$ cat src/rtl/glos_ram.sv
// Generic single-write, single-read synchronous RAM with registered read data.
// No dependencies.
module glos_ram #(
  parameter int WIDTH = 8,
  parameter int DEPTH = 16
) (
  input  logic                     clk,
  input  logic                     we,
  input  logic [$clog2(DEPTH)-1:0] waddr,
  input  logic [WIDTH-1:0]         wdata,
  input  logic [$clog2(DEPTH)-1:0] raddr,
  output logic [WIDTH-1:0]         rdata
);

  logic [WIDTH-1:0] mem [DEPTH];

  always_ff @(posedge clk) begin
    if (we) begin
      mem[waddr] <= wdata;
    end
    rdata <= mem[raddr];
  end

endmodule

$ cat config.mk
export PLATFORM = sky130hd
export DESIGN_NAME = glos_ram
export DESIGN_NICKNAME = d
export VERILOG_FILES = /design/src/rtl/glos_ram.sv
export SDC_FILE = /design/constraint.sdc
export NUM_CORES = 1
export LEC_CHECK = 0
export BUFFER_PORTS_ARGS = -buffer_cell sky130_fd_sc_hd__buf_2
export CORE_UTILIZATION = 40
export CTS_CLUSTER_SIZE = 14
export DETAILED_ROUTE_END_ITERATION = 6
export HOLD_SLACK_MARGIN = 0.15
export PLACE_DENSITY = 0.61
export SETUP_SLACK_MARGIN = 0.4
export SLEW_MARGIN = 30
export SYNTH_ARGS = -nofsm -noshare
export SYNTH_HDL_FRONTEND = slang
export SYNTH_SLANG_ARGS = --single-unit
$ cat constraint.sdc
create_clock -name clk -period 2.5 [get_ports clk]
set_clock_uncertainty 0.05 [all_clocks]
set_input_delay 0.75 -clock clk [delete_from_list [all_inputs] [get_ports clk]]
set_output_delay 0.75 -clock clk [all_outputs]
set_load 0.05 [all_outputs]
## After elaboration in Yosys (flattened, before gate mapping)

Memories as Yosys holds them, arrays and structs flattened. A register that Yosys moved wholly into a read port is not among the register bits.
Index checks and enable logic that the tools add are counted.

- Register bits: 0
- RAM bits: 128
- Output and inout port bits: 8
- Logic and storage cells: 3
- Memories: 1

Memories:

| memory | depth | bits a word | read ports | clocked after Yosys merged registers in | write ports | RTL line | source |
|---|---|---|---|---|---|---|---|
| mem | 16 | 8 | 1 | 1 | 1 | 15 | `logic [WIDTH-1:0] mem [DEPTH];` |

- Mux-type cells: 2

Operators with widths:

| kind | number |
|---|---|
| 1-bit two-way mux | 2 |

## Depth between registers and ports, before layout

- Word-level depth: 2
- Depth in mapped cells: 5

## Worst setup path after synthesis

No wires, ideal clock.

- Kind: input to register
- Start point: input port waddr[2]
- End point: memory mem[0][0], enable pin
- Setup time: 383 ps
- Data arrival time: 1860 ps
- Required time: 2067 ps
- Slack: 207 ps
- Stages: 2
- Buffers on the path: 0
- Path through: or3b_2 -> nor3_1

RTL lines:

| what | RTL line | source |
|---|---|---|
| from (decl) | 9 | `input logic [$clog2(DEPTH)-1:0] waddr,` |
| to (decl) | 15 |  |

No word-level cell before the write port.

## Final worst setup path

- Start point: register rdata[5], read port of mem
- End point: output port rdata[5]

RTL lines:

| what | RTL line | source |
|---|---|---|
| from (decl) | 12 | `output logic [WIDTH-1:0] rdata` |

No word-level cell between the ends.

==> qor.csv <==
stage,metric,value,unit
outcome,run status,finished with violations,
outcome,failing checks,DRC,
clock_network,post-CTS setup buffers,0,
logic_synthesis,Synth async-reset ratio,0,%
worst_setup_path,CP max stage delay,0.36,ns
floorplanning,core area,12570,um^2
timing,Final Critical Period,1.852,ns
power_and_ir_drop,Leak,0.002109,uW
drt,via count,2494,
worst_setup_path,Crit Path Class,reg2out,
logic_synthesis,Post-synth EDFFs,128,
clock_network,# H-tree levels,4,
placement,Final GP Congestion,0.7308,
placement,I/O Buffers,25,
clock_network,clock tree buffer depth,2,
clock_network,Clock transition at path regs,0.06,ns
timing,max-slew violations,0,
worst_setup_path,CP max FO,1,
timing,final setup violation count,0,
clock_network,CTS tree,yes,
worst_setup_path,CP max-delay cell,dfxtp_1,
logic_synthesis,mux cell area share after synthesis,15.02,%
timing,Slew @ Worst Pin,0.7035,ns
logic_synthesis,register bit total from synthesis,136,
floorplanning,I/O pin cnt,26,
logic_synthesis,yosys warns,0,
layout,most frequent cells in the layout,"128 x edfxtp_1, 25 x buf_2, 18 x mux4_2, 18 x buf_4, 17 x clkbuf_16",
grt,initial antenna violation count,0,
worst_setup_path,crit path launch type,flip-flop,
run,max-cap check violation count,0,
grt,GR peak layer,met2,
layout,Final nets,301,
hold_path,Worst Hold Class,reg2reg,
clock_network,CTS buffer count,17,
grt,total congestion overflow,0,
grt,largest net degree at the start of global routing,26,
power_and_ir_drop,P per Cell Area,874.8,nW/um^2
timing,RSZ-0062 raised after global routing,no,
floorplanning,die span in y,115.4,um
worst_setup_path,buffers plus inverters on the worst setup path,1,
timing,Final Hold Fails,0,
layout,layout cell share with drive strength beyond 1,32.43,%
worst_setup_path,"Cell Chain, Critical Path",buf_2,
grt,GRT met2 Usage,27.15,%
logic_synthesis,xor and xnor area share after synthesis,0,%
clock_network,root buffer cell,clkbuf_16,
power_and_ir_drop,"IR drop worst, VDD",0.0004881,V
logic_synthesis,Synth Area in Compound Gates,2.333,%
grt,met1 Resource Use GR,21.61,%
clock_network,post-cts resize count,0,
clock_network,clock sinks,136,
timing,fmax,540.0,MHz
worst_setup_path,cells on worst reg2reg path,3,
logic_synthesis,Cells after Synth,229,
logic_synthesis,syn avg cell area,22.48,um^2
worst_setup_path,Critical Path RT,1.70,ns
hold_path,Min-Delay Endpoint,rdata[5]$_DFF_P_,
worst_setup_path,RR Startpoint,mem[2][6]$_DFFE_PP_,
grt,first-pass GRT wire length,15.33,mm
worst_setup_path,Crit. End Element,output pin,
timing,period utilization,74.07,%
hold_path,min-delay src,mem[14][5]$_DFFE_PP_,
logic_synthesis,adder-cell share of the synthesized area,0,%
drt,WL final,9.991,mm
logic_synthesis,main combinational cell family by area after synthesis,multiplexers,
drt,total iterations of the first detailed-routing run,6,
layout,Finished Layout Cells,468,
drt,Via density,5.329,
placement,Placed Instances,436,
clock_network,CTS Hold Bufs,0,
worst_setup_path,r2r endpoint,rdata[6]$_DFF_P_,
grt,GRT Util Overall,16.92,%
layout,area delta synth->final,20.42,%
worst_setup_path,Crit path max-delay family,flip-flops,
hold_path,Hold Path Depth,3,
worst_setup_path,WP data arrival,1.05,ns
logic_synthesis,Post-Syn Area,5147,um^2
timing,Final TNS setup,0,ns
worst_setup_path,CP Launch Point,rdata[5]$_DFF_P_,
floorplanning,Die W,115.4,um
drt,initial drt markers,222,
placement,Post-DP Area,5582,um^2
logic_synthesis,Simple-Gate Fraction of Synth Area,3.184,%
layout,"most common cell after layout, fill and taps aside",edfxtp_1,
logic_synthesis,"Top FF cell, synth",edfxtp_1,
drt,Remaining DRCs,2,
grt,met3 Usage GRT,4.707,%
logic_synthesis,Synth cell types,19,
floorplanning,full die area,13330,um^2
clock_network,Clock Latency Late Sink,0.42,ns
logic_synthesis,Mapped Nets,247,
logic_synthesis,sequential area share after synthesis,77.78,%
floorplanning,row count,41,
floorplanning,Initial Util,40.96,%
drt,WL/cell,21.35,um
power_and_ir_drop,Total Power,5423,uW
layout,"Design Area, Final",6198,um^2
layout,n_diodes,0,
grt,vias in the first global route,2568,
drt,Routed Antenna Nets,0,
timing,relative slew slack,52.93,%
worst_setup_path,R2R Setup Slk,1.09,ns
placement,HPWL after DPL,6.293,mm
-- synth_stat cells, types with 2 or more instances --
master / instances / area [um^2]
edfxtp_1: 128 / 3844
mux4_2: 18 / 405.4
a22oi_1: 16 / 120.1
mux4_1: 14 / 367.9
nor2_1: 13 / 48.80
nand2_1: 9 / 33.78
dfxtp_1: 8 / 160.2
nor3_1: 4 / 20.02
buf_2: 3 / 15.01
buf_6: 3 / 33.78
clkdlybuf4s25_2: 3 / 30.03
nand2b_1: 2 / 12.51
nand3b_1: 2 / 15.01
-- area by class of cell --
cell class	instances	area, um^2
Fill cell	1022	6370
Sequential cell	136	4004
Multi-Input combinational cell	83	1062
Clock buffer	17	425.4
Timing Repair Buffer	45	300.3
Tap cell	172	215.2
Clock inverter	15	191.4
-- state kept, by name, indices dropped and copies added (netlist names) --
| name | cells |
|---|---|
| rdata | 8 |
| mem | 128 |
-- report_power, final --
| group | leakage, uW | internal (uW) | switching (uW) |
|---|---|---|---|
| Combinational | 0.000587 | 104 | 186 |
| Sequential | 0.00122 | 2550 | 14.6 |
| Clock | 0.000299 | 1590 | 978 |
-- stage by stage --
stage / hold WS [ns] / setup WS, ns / util, %
2_1_floorplan: 0.5793 / 0.4339 / -
3_3_place_gp: 0.6017 / 0.2572 / 44.41
3_5_place_dp: 0.6149 / 0.2499 / 44.41
4_1_cts: 0.6320 / 0.6227 / 49.32
5_1_grt: 0.6593 / 0.5916 / 49.32
6_report: 0.6301 / 0.6483 / 49.32
-- logic make-up (layout without fill, tap and decap cells) --
group           after synthesis  in the layout
flops                       136            136
simple gates                 35             35
mux                          32             32
compound gates               16             16
buf+inv                      10             77
-- worst max-delay path by stage --
stage | slack (ns) | to | depth (start not counted)
2_1_floorplan | 0.43 | mem[3][0]$_DFFE_PP_ | 2
5_1_grt | 0.59 | rdata[1]$_DFF_P_ | 5
3_3_place_gp | 0.26 | rdata[1]$_DFF_P_ | 5
4_1_cts | 0.62 | rdata[0] | 1
6_report | 0.65 | rdata[5] | 1
3_5_place_dp | 0.25 | rdata[1]$_DFF_P_ | 5
-- per-layer routing --
metal | wire length (um) | share of wire [%] | vias to the layer above
li1 | - | - | 1090
met1 | 4547 | 46 | 1312
met2 | 4807 | 48 | 75
met3 | 454 | 4.5 | 17
met4 | 181 | 1.8 | 0
met5 | 0 | 0 | -
-- worst min-delay path, cell delays in order (launching register included) --
cell      delay, ns
edfxtp_1       0.31
mux4_2         0.22
a22oi_1        0.06
nand2_1        0.06
No activity file was read; power rests on OpenSTA's default activity.
