$ cat src/rtl/glos_pkg.sv
// Shared constants, field widths and state codes for the grid line-of-sight block.
// No dependencies; imported by glos_div, grid_line_of_sight_dda and the bench.
package glos_pkg;

  localparam int COORD_W   = 6;
  localparam int GRID_W    = 64;
  localparam int GRID_H    = 64;
  localparam int ROW_AW    = $clog2(GRID_H);
  localparam int COL_AW    = $clog2(GRID_W);
  localparam int FRAC_BITS = 16;
  localparam int QUO_W     = COORD_W + FRAC_BITS;
  localparam int ACC_W     = QUO_W + 2;
  localparam int INT_W     = ACC_W - FRAC_BITS;
  localparam int DCNT_W    = $clog2(QUO_W);

  localparam int S_DATA_W  = 32;
  localparam int M_DATA_W  = 8;

  localparam logic CMD_WRITE = 1'b0;
  localparam logic CMD_QUERY = 1'b1;

  typedef enum logic [5:0] {
    ST_IDLE   = 6'b000001,
    ST_WR_RD  = 6'b000010,
    ST_WR_UPD = 6'b000100,
    ST_DIV    = 6'b001000,
    ST_WALK   = 6'b010000,
    ST_FINISH = 6'b100000
  } state_t;

  typedef struct packed {
    logic             done;
    logic [QUO_W-1:0] quotient;
  } div_status_t;

endpackage

$ cat src/rtl/glos_div.sv
// Restoring unsigned divider, one quotient bit per cycle, for the line slope.
// Depends on glos_pkg.
module glos_div
  import glos_pkg::*;
(
  input  logic               clk,
  input  logic               rst,
  input  logic               start,
  input  logic [QUO_W-1:0]   dividend,
  input  logic [COORD_W-1:0] divisor,
  output div_status_t        status
);

  logic               active;
  logic [DCNT_W-1:0]  cnt;
  logic [COORD_W-1:0] rem;
  logic [QUO_W-1:0]   quo;
  logic [COORD_W-1:0] div_q;
  logic               done;

  logic [COORD_W:0]   trial;
  logic [COORD_W:0]   diff;
  logic               ge;

  always_comb begin
    trial = {rem, quo[QUO_W-1]};
    ge    = trial >= {1'b0, div_q};
    diff  = trial - {1'b0, div_q};
  end

  always_ff @(posedge clk) begin
    if (rst) begin
      active <= 1'b0;
      done   <= 1'b0;
    end else begin
      done <= 1'b0;
      if (start) begin
        active <= 1'b1;
      end else if (active && cnt == '0) begin
        active <= 1'b0;
        done   <= 1'b1;
      end
    end
  end

  always_ff @(posedge clk) begin
    if (start) begin
      quo   <= dividend;
      rem   <= '0;
      div_q <= divisor;
      cnt   <= DCNT_W'(QUO_W - 1);
    end else if (active) begin
      rem <= ge ? diff[COORD_W-1:0] : trial[COORD_W-1:0];
      quo <= {quo[QUO_W-2:0], ge};
      cnt <= cnt - 1'b1;
    end
  end

  assign status.done     = done;
  assign status.quotient = quo;

endmodule

$ cat config.mk
export PLATFORM = sky130hd
export DESIGN_NAME = glos_div
export DESIGN_NICKNAME = d
export VERILOG_FILES = /design/src/rtl/glos_pkg.sv /design/src/rtl/glos_div.sv
export SDC_FILE = /design/constraint.sdc
export NUM_CORES = 1
export LEC_CHECK = 0
export CAP_MARGIN = 30
export CORE_ASPECT_RATIO = 0.8
export CORE_MARGIN = 10
export CORE_UTILIZATION = 35
export CTS_CLUSTER_DIAMETER = 120
export DETAILED_ROUTE_END_ITERATION = 8
export DONT_BUFFER_PORTS = 1
export GPL_TIMING_DRIVEN = 0
export HOLD_SLACK_MARGIN = 0.15
export PLACE_DENSITY = 0.52
export SYNTH_ARGS = -nofsm -noshare
export SYNTH_HDL_FRONTEND = slang
export SYNTH_SLANG_ARGS = --single-unit
$ cat constraint.sdc
create_clock -name clk -period 2.4 [get_ports clk]
set_input_delay 0.24 -clock clk [delete_from_list [all_inputs] [get_ports clk]]
set_output_delay 0.24 -clock clk [all_outputs]
set_load 0.02 [all_outputs]
Word level (Yosys, flattened, before mapping)
Index checks and enable logic that the tools add are counted.
{ "totals": {"regBits": 41, "inputBits": 31, "output_inout_bits": 23, "wordCells": 20} }
{ "classes": {"add_sub_neg": 2, "magnitude_cmp": 1, "mux": 6, "reduce_logical": 5} }
{ "ops": {"columns": ["op", "count"], "rows": [
  ["$mux 22", 2],
  ["$ge 7x6->1", 1],
  ["$mux 6", 1],
  ["$sub 6x6->6", 1],
  ["$logic_not 5->1", 1],
  ["$sub 5x1->5 const B", 1],
  ["$reduce_bool 2->1", 2],
  ["$mux 1", 3],
  ["$reduce_or 2->1", 1],
  ["$logic_and 1x1->1", 1]
]} }

Depth between registers and ports, before layout
{ "depth": {"depth_word": 4, "depth_mapped": 8, "depth_no_buf": 8} }

Worst setup path before layout
OpenSTA, ideal clock, no wires.
{ "synth_timing": {"path_kind": "register to register", "start": "register quo[21]", "end": "register rem[3]", "setup_time_ps": 59, "t_arrival_ps": 1858, "required_ps": 2341, "slack_ps": 482, "path_stages_with_launch": 8, "n_path_buf": 0, "period_less_slack_ps": 1918, "path_cell_list": "edfxtp_1 > inv_1 > ha_1 > and2b_1 > o21ai_1 > a41oi_2 > or4_1 > nand2_1"} }
{ "synth_between": {"elab_chain_cells": 2, "elab_cells_between_ends": 3} }
{ "synth_rtl": {"columns": ["element", "line", "text"], "rows": [
  ["start: declaration", "glos_div.sv:17", "logic [QUO_W-1:0] quo;"],
  ["start signal: assignment", "glos_div.sv:48", "quo <= dividend;"],
  ["start signal: assignment", "glos_div.sv:54", "quo <= {quo[QUO_W-2:0], ge};"],
  ["$sub 6x6->6 or $ge 7x6->1 (tied branches)", "glos_div.sv:28, glos_div.sv:27", null],
  ["$mux 6 (*)", "glos_div.sv:53", "rem <= ge ? diff[COORD_W-1:0] : trial[COORD_W-1:0];"],
  ["end signal: assignment", "glos_div.sv:53", null],
  ["end: declaration", "glos_div.sv:16", "logic [COORD_W-1:0] rem;"]
]} }
Every way passes the cells marked *; elsewhere a longest branch is shown, timed or not.
A chain may end at the register's enable or synchronous reset.

Worst setup path after layout
{ "layout_timing": {"start": "register quo[21]", "end": "register rem[2]"} }
The elaborated chain is that of the path after synthesis.

==> insert_results.sql <==
INSERT INTO impl_metrics (metric_group, metric, value, unit) VALUES
('place', 'replace_congestion', '0.7986', ''),
('clock_network', 'clk-insertion-delay-late', '0.28', 'ns'),
('setup_path', 'worst_r2r_path_depth', '8', ''),
('final_layout', 'final_util', '41.25', '%'),
('setup_path', 'crit_family', 'flip-flops', ''),
('final_layout', 'fin_area', '0.002242', 'mm²'),
('timing', 'finClkSkew', '0.008780', 'ns'),
('timing', 'period_minus_slack', '2.174', 'ns'),
('synthesis', 'post_synth_edffs', '28', ''),
('synthesis', 'synth_top_cells_by_area', 'sky130_fd_sc_hd__edfxtp_1, sky130_fd_sc_hd__dfxtp_1, sky130_fd_sc_hd__mux2_2', ''),
('timing', 'slew_viol_final', '0', ''),
('synthesis', 'async_reset_ff_share', '0', '%'),
('power', 'ir_drop', '0.3309', 'mV'),
('setup_path', 'worstPathArrival', '2.32', 'ns'),
('place', 'post_dp_cell_area', '0.002054', 'mm²'),
('setup_path', 'r2r-end', 'rem[2]$_SDFFE_PP0P_', ''),
('timing', 'rsz0062_at_grt', 'false', ''),
('die', 'dieWidth', '103.6', 'µm'),
('die', 'initial_utilization', '36.00', '%'),
('global_route', 'grt_antenna_before_repair', '0', ''),
('die', 'core_region_area', '0.005435', 'mm²'),
('run', 'cap_viol_max_count', '0', ''),
('synthesis', 'avgSynthCellArea', '12.79', 'µm²'),
('clock_network', 'cts.repair.resized', '0', ''),
('clock_network', 'numClockSinks', '41', ''),
('synthesis', 'post-synth-top-area-cell', 'sky130_fd_sc_hd__edfxtp_1', ''),
('hold_path', 'min_path_type', 'input port to flop', ''),
('setup_path', 'reg2reg_setup_slack', '0.23', 'ns'),
('setup_path', 'endpoint_kind', 'flop', ''),
('drt', 'postRouteWirelength', '4266', 'µm'),
('synthesis', 'yosysUniqueCellTypes', '35', ''),
('die', 'dieHeight', '86.88', 'µm'),
('drt', 'detail_route.vias_per_cell', '4.931', ''),
('setup_path', 'critical_path_class', 'flop to flop', ''),
('setup_path', 'worstSetupStartpointType', 'flop', ''),
('clock_network', 'clock_path_buffers', '2', ''),
('final_layout', 'finish.net_count', '209', ''),
('timing', 'timing_worst_slew_pin_value', '0.8314', 'ns'),
('drt', 'drt_iter0_drc', '44', ''),
('synthesis', 'synth-seq-area-share', '56.27', '%'),
('drt', 'total_number_of_vias', '1218', ''),
('drt', 'detail-route-antenna-nets', '0', ''),
('place', 'dp_cells', '231', ''),
('place', 'hpwl', '3266', 'µm'),
('setup_path', 'crit_path_top_delay_cell', 'sky130_fd_sc_hd__edfxtp_1', ''),
('place', 'total_of_buffers_placed_on_input_and_output_ports', '0', ''),
('synthesis', 'synth_flop_cell', 'sky130_fd_sc_hd__edfxtp_1', ''),
('setup_path', 'crit_start', 'quo[21]$_DFFE_PP_', ''),
('setup_path', 'critical_path_peak_fanout', '10', ''),
('synthesis', 'synth_seq_cells', '41', ''),
('clock_network', 'clk_root_buffer_cell', 'sky130_fd_sc_hd__clkbuf_8', ''),
('global_route', 'grt.overflow.total', '0', ''),
('final_layout', 'final_layout_size_suffix_gt1_share', '18.93', '%'),
('final_layout', 'instances_no_fill', '247', ''),
('run_status', 'outcome', 'completed', ''),
('timing', 'final_min_period_over_clock_period', '90.57', '%'),
('final_layout', 'nFillCells', '514', ''),
('die', 'placementRows', '24', ''),
('power', 'post-layout-total-power', '1.706', 'mW'),
('global_route', 'grt_first_pass_wirelength', '6561', 'µm'),
('synthesis', 'number_of_instances_in_the_synthesized_netlist', '153', ''),
('timing', 'timing.final.hold_violations', '0', ''),
('clock_network', 'clk_pin_slew_worst_paths', '0.08', 'ns'),
('timing', 'whs', '0.1698', 'ns'),
('global_route', 'number_of_global_route_vias_before_repair', '1321', ''),
('clock_network', 'tritoncts', 'built', ''),
('final_layout', 'areaGrowthSynthToFinish', '14.58', '%'),
('timing', 'max_freq', '460.1', 'MHz'),
('clock_network', 'numCtsBuffers', '5', ''),
('clock_network', 'h-tree-depth', '2', ''),
('timing', 'finalSetupViolations', '0', '');
layout by cell type, fill, tap and decap left out, types with 5 or more instances in the layout:
cell type                        n
sky130_fd_sc_hd__xnor2_1         5
sky130_fd_sc_hd__mux2_2         21
sky130_fd_sc_hd__dfxtp_1        13
sky130_fd_sc_hd__inv_1          12
sky130_fd_sc_hd__nand2b_1        6
sky130_fd_sc_hd__dlygate4sd3_1   8
sky130_fd_sc_hd__edfxtp_1       28
sky130_fd_sc_hd__nor2_1          9
sky130_fd_sc_hd__ha_1            9
sky130_fd_sc_hd__clkbuf_8        5
sky130_fd_sc_hd__nand2_1         6
layer usage:
layer  routed length [µm]  global-route usage [%]
met5                    0                       0
met4                   54                   3.836
met3                  389                   4.586
met2                 2196                   15.75
met1                 1625                   9.194
where the power goes:
part	leakage [nW]	switching [mW]	internal (mW)
sequential	0.387	0.0969	0.835
combinational	0.390	0.129	0.117
clock	0.0552	0.219	0.308
flip-flops by register name (all words and copies together), names as in the netlist:
register  count
active        1
cnt           5
div_q         6
done          1
quo          22
rem           6
worst min path at each step:
stage	startpoint	end	slack (ns)	cells after the start
4_1_cts	dividend[7]	quo[7]$_DFFE_PP_	0.16	1
2_1_floorplan	rst	active$_SDFFE_PP0P_	0.31	1
6_report	dividend[5]	quo[5]$_DFFE_PP_	0.17	1
3_3_place_gp	rst	active$_SDFFE_PP0P_	0.31	1
5_1_grt	dividend[12]	quo[12]$_DFFE_PP_	0.15	1
3_5_place_dp	rst	active$_SDFFE_PP0P_	0.32	1
synthesized netlist by cell type (2+ instances only):
library cell and n:
sky130_fd_sc_hd__o21ai_0 2, sky130_fd_sc_hd__a32oi_1 2, sky130_fd_sc_hd__mux2_2 21, sky130_fd_sc_hd__buf_4 2, sky130_fd_sc_hd__nor2_1 9, sky130_fd_sc_hd__nor2b_1 3
sky130_fd_sc_hd__a211oi_1 2, sky130_fd_sc_hd__ha_1 9, sky130_fd_sc_hd__edfxtp_1 28, sky130_fd_sc_hd__nand2_1 6, sky130_fd_sc_hd__o311ai_1 2, sky130_fd_sc_hd__dfxtp_1 13
sky130_fd_sc_hd__o21ai_1 2, sky130_fd_sc_hd__a21oi_1 4, sky130_fd_sc_hd__xnor2_1 5, sky130_fd_sc_hd__nand3_1 2, sky130_fd_sc_hd__buf_1 3, sky130_fd_sc_hd__nor3_1 3
sky130_fd_sc_hd__mux2i_1 3, sky130_fd_sc_hd__inv_1 12, sky130_fd_sc_hd__nand2b_1 6
cell type report:
| type | count | area [µm²] | share of cell area (%) |
|---|---|---|---|
| sequential | 41 | 1101 | 49.11 |
| multi-input combinational | 94 | 780.7 | 34.82 |
| tap | 78 | 97.59 | 4.353 |
| timing repair buffer | 8 | 80.08 | 3.571 |
| clock buffer | 6 | 72.57 | 3.237 |
| inverter | 12 | 45.04 | 2.009 |
| clock inverter | 2 | 35.03 | 1.563 |
| buffer | 6 | 30.03 | 1.339 |
worst reg2reg max path: cells and delay by family, from the launching register on:
kind            cells  cell delay, ns
compound gates      3            0.41
fa+ha+maj           1            0.34
buf+inv             2            0.32
flops               1            0.51
mux                 1            0.25
simple gates        1            0.20
cell families (layout without fill, tap and decap cells):
logic type                 after synthesis  count (layout)  share of synthesized area (%)
AOI/OAI and AO/OA                       20              20                          7.737
xor gates and xnor gates                 6               6                          2.685
adders and majority gates               10              10                          6.778
buffers and inverters                   18              34                          3.836
DFF                                     41              41                          56.27
muxes                                   24              24                          13.62
and+or+nand+nor                         34              34                          9.080
timing repair:
item                      4_1_cts  5_1_grt
hold endpoints to repair       13        0
setup buffers                   0        0
hold buffers                    8        0
(Power assumes the default switching activity.)
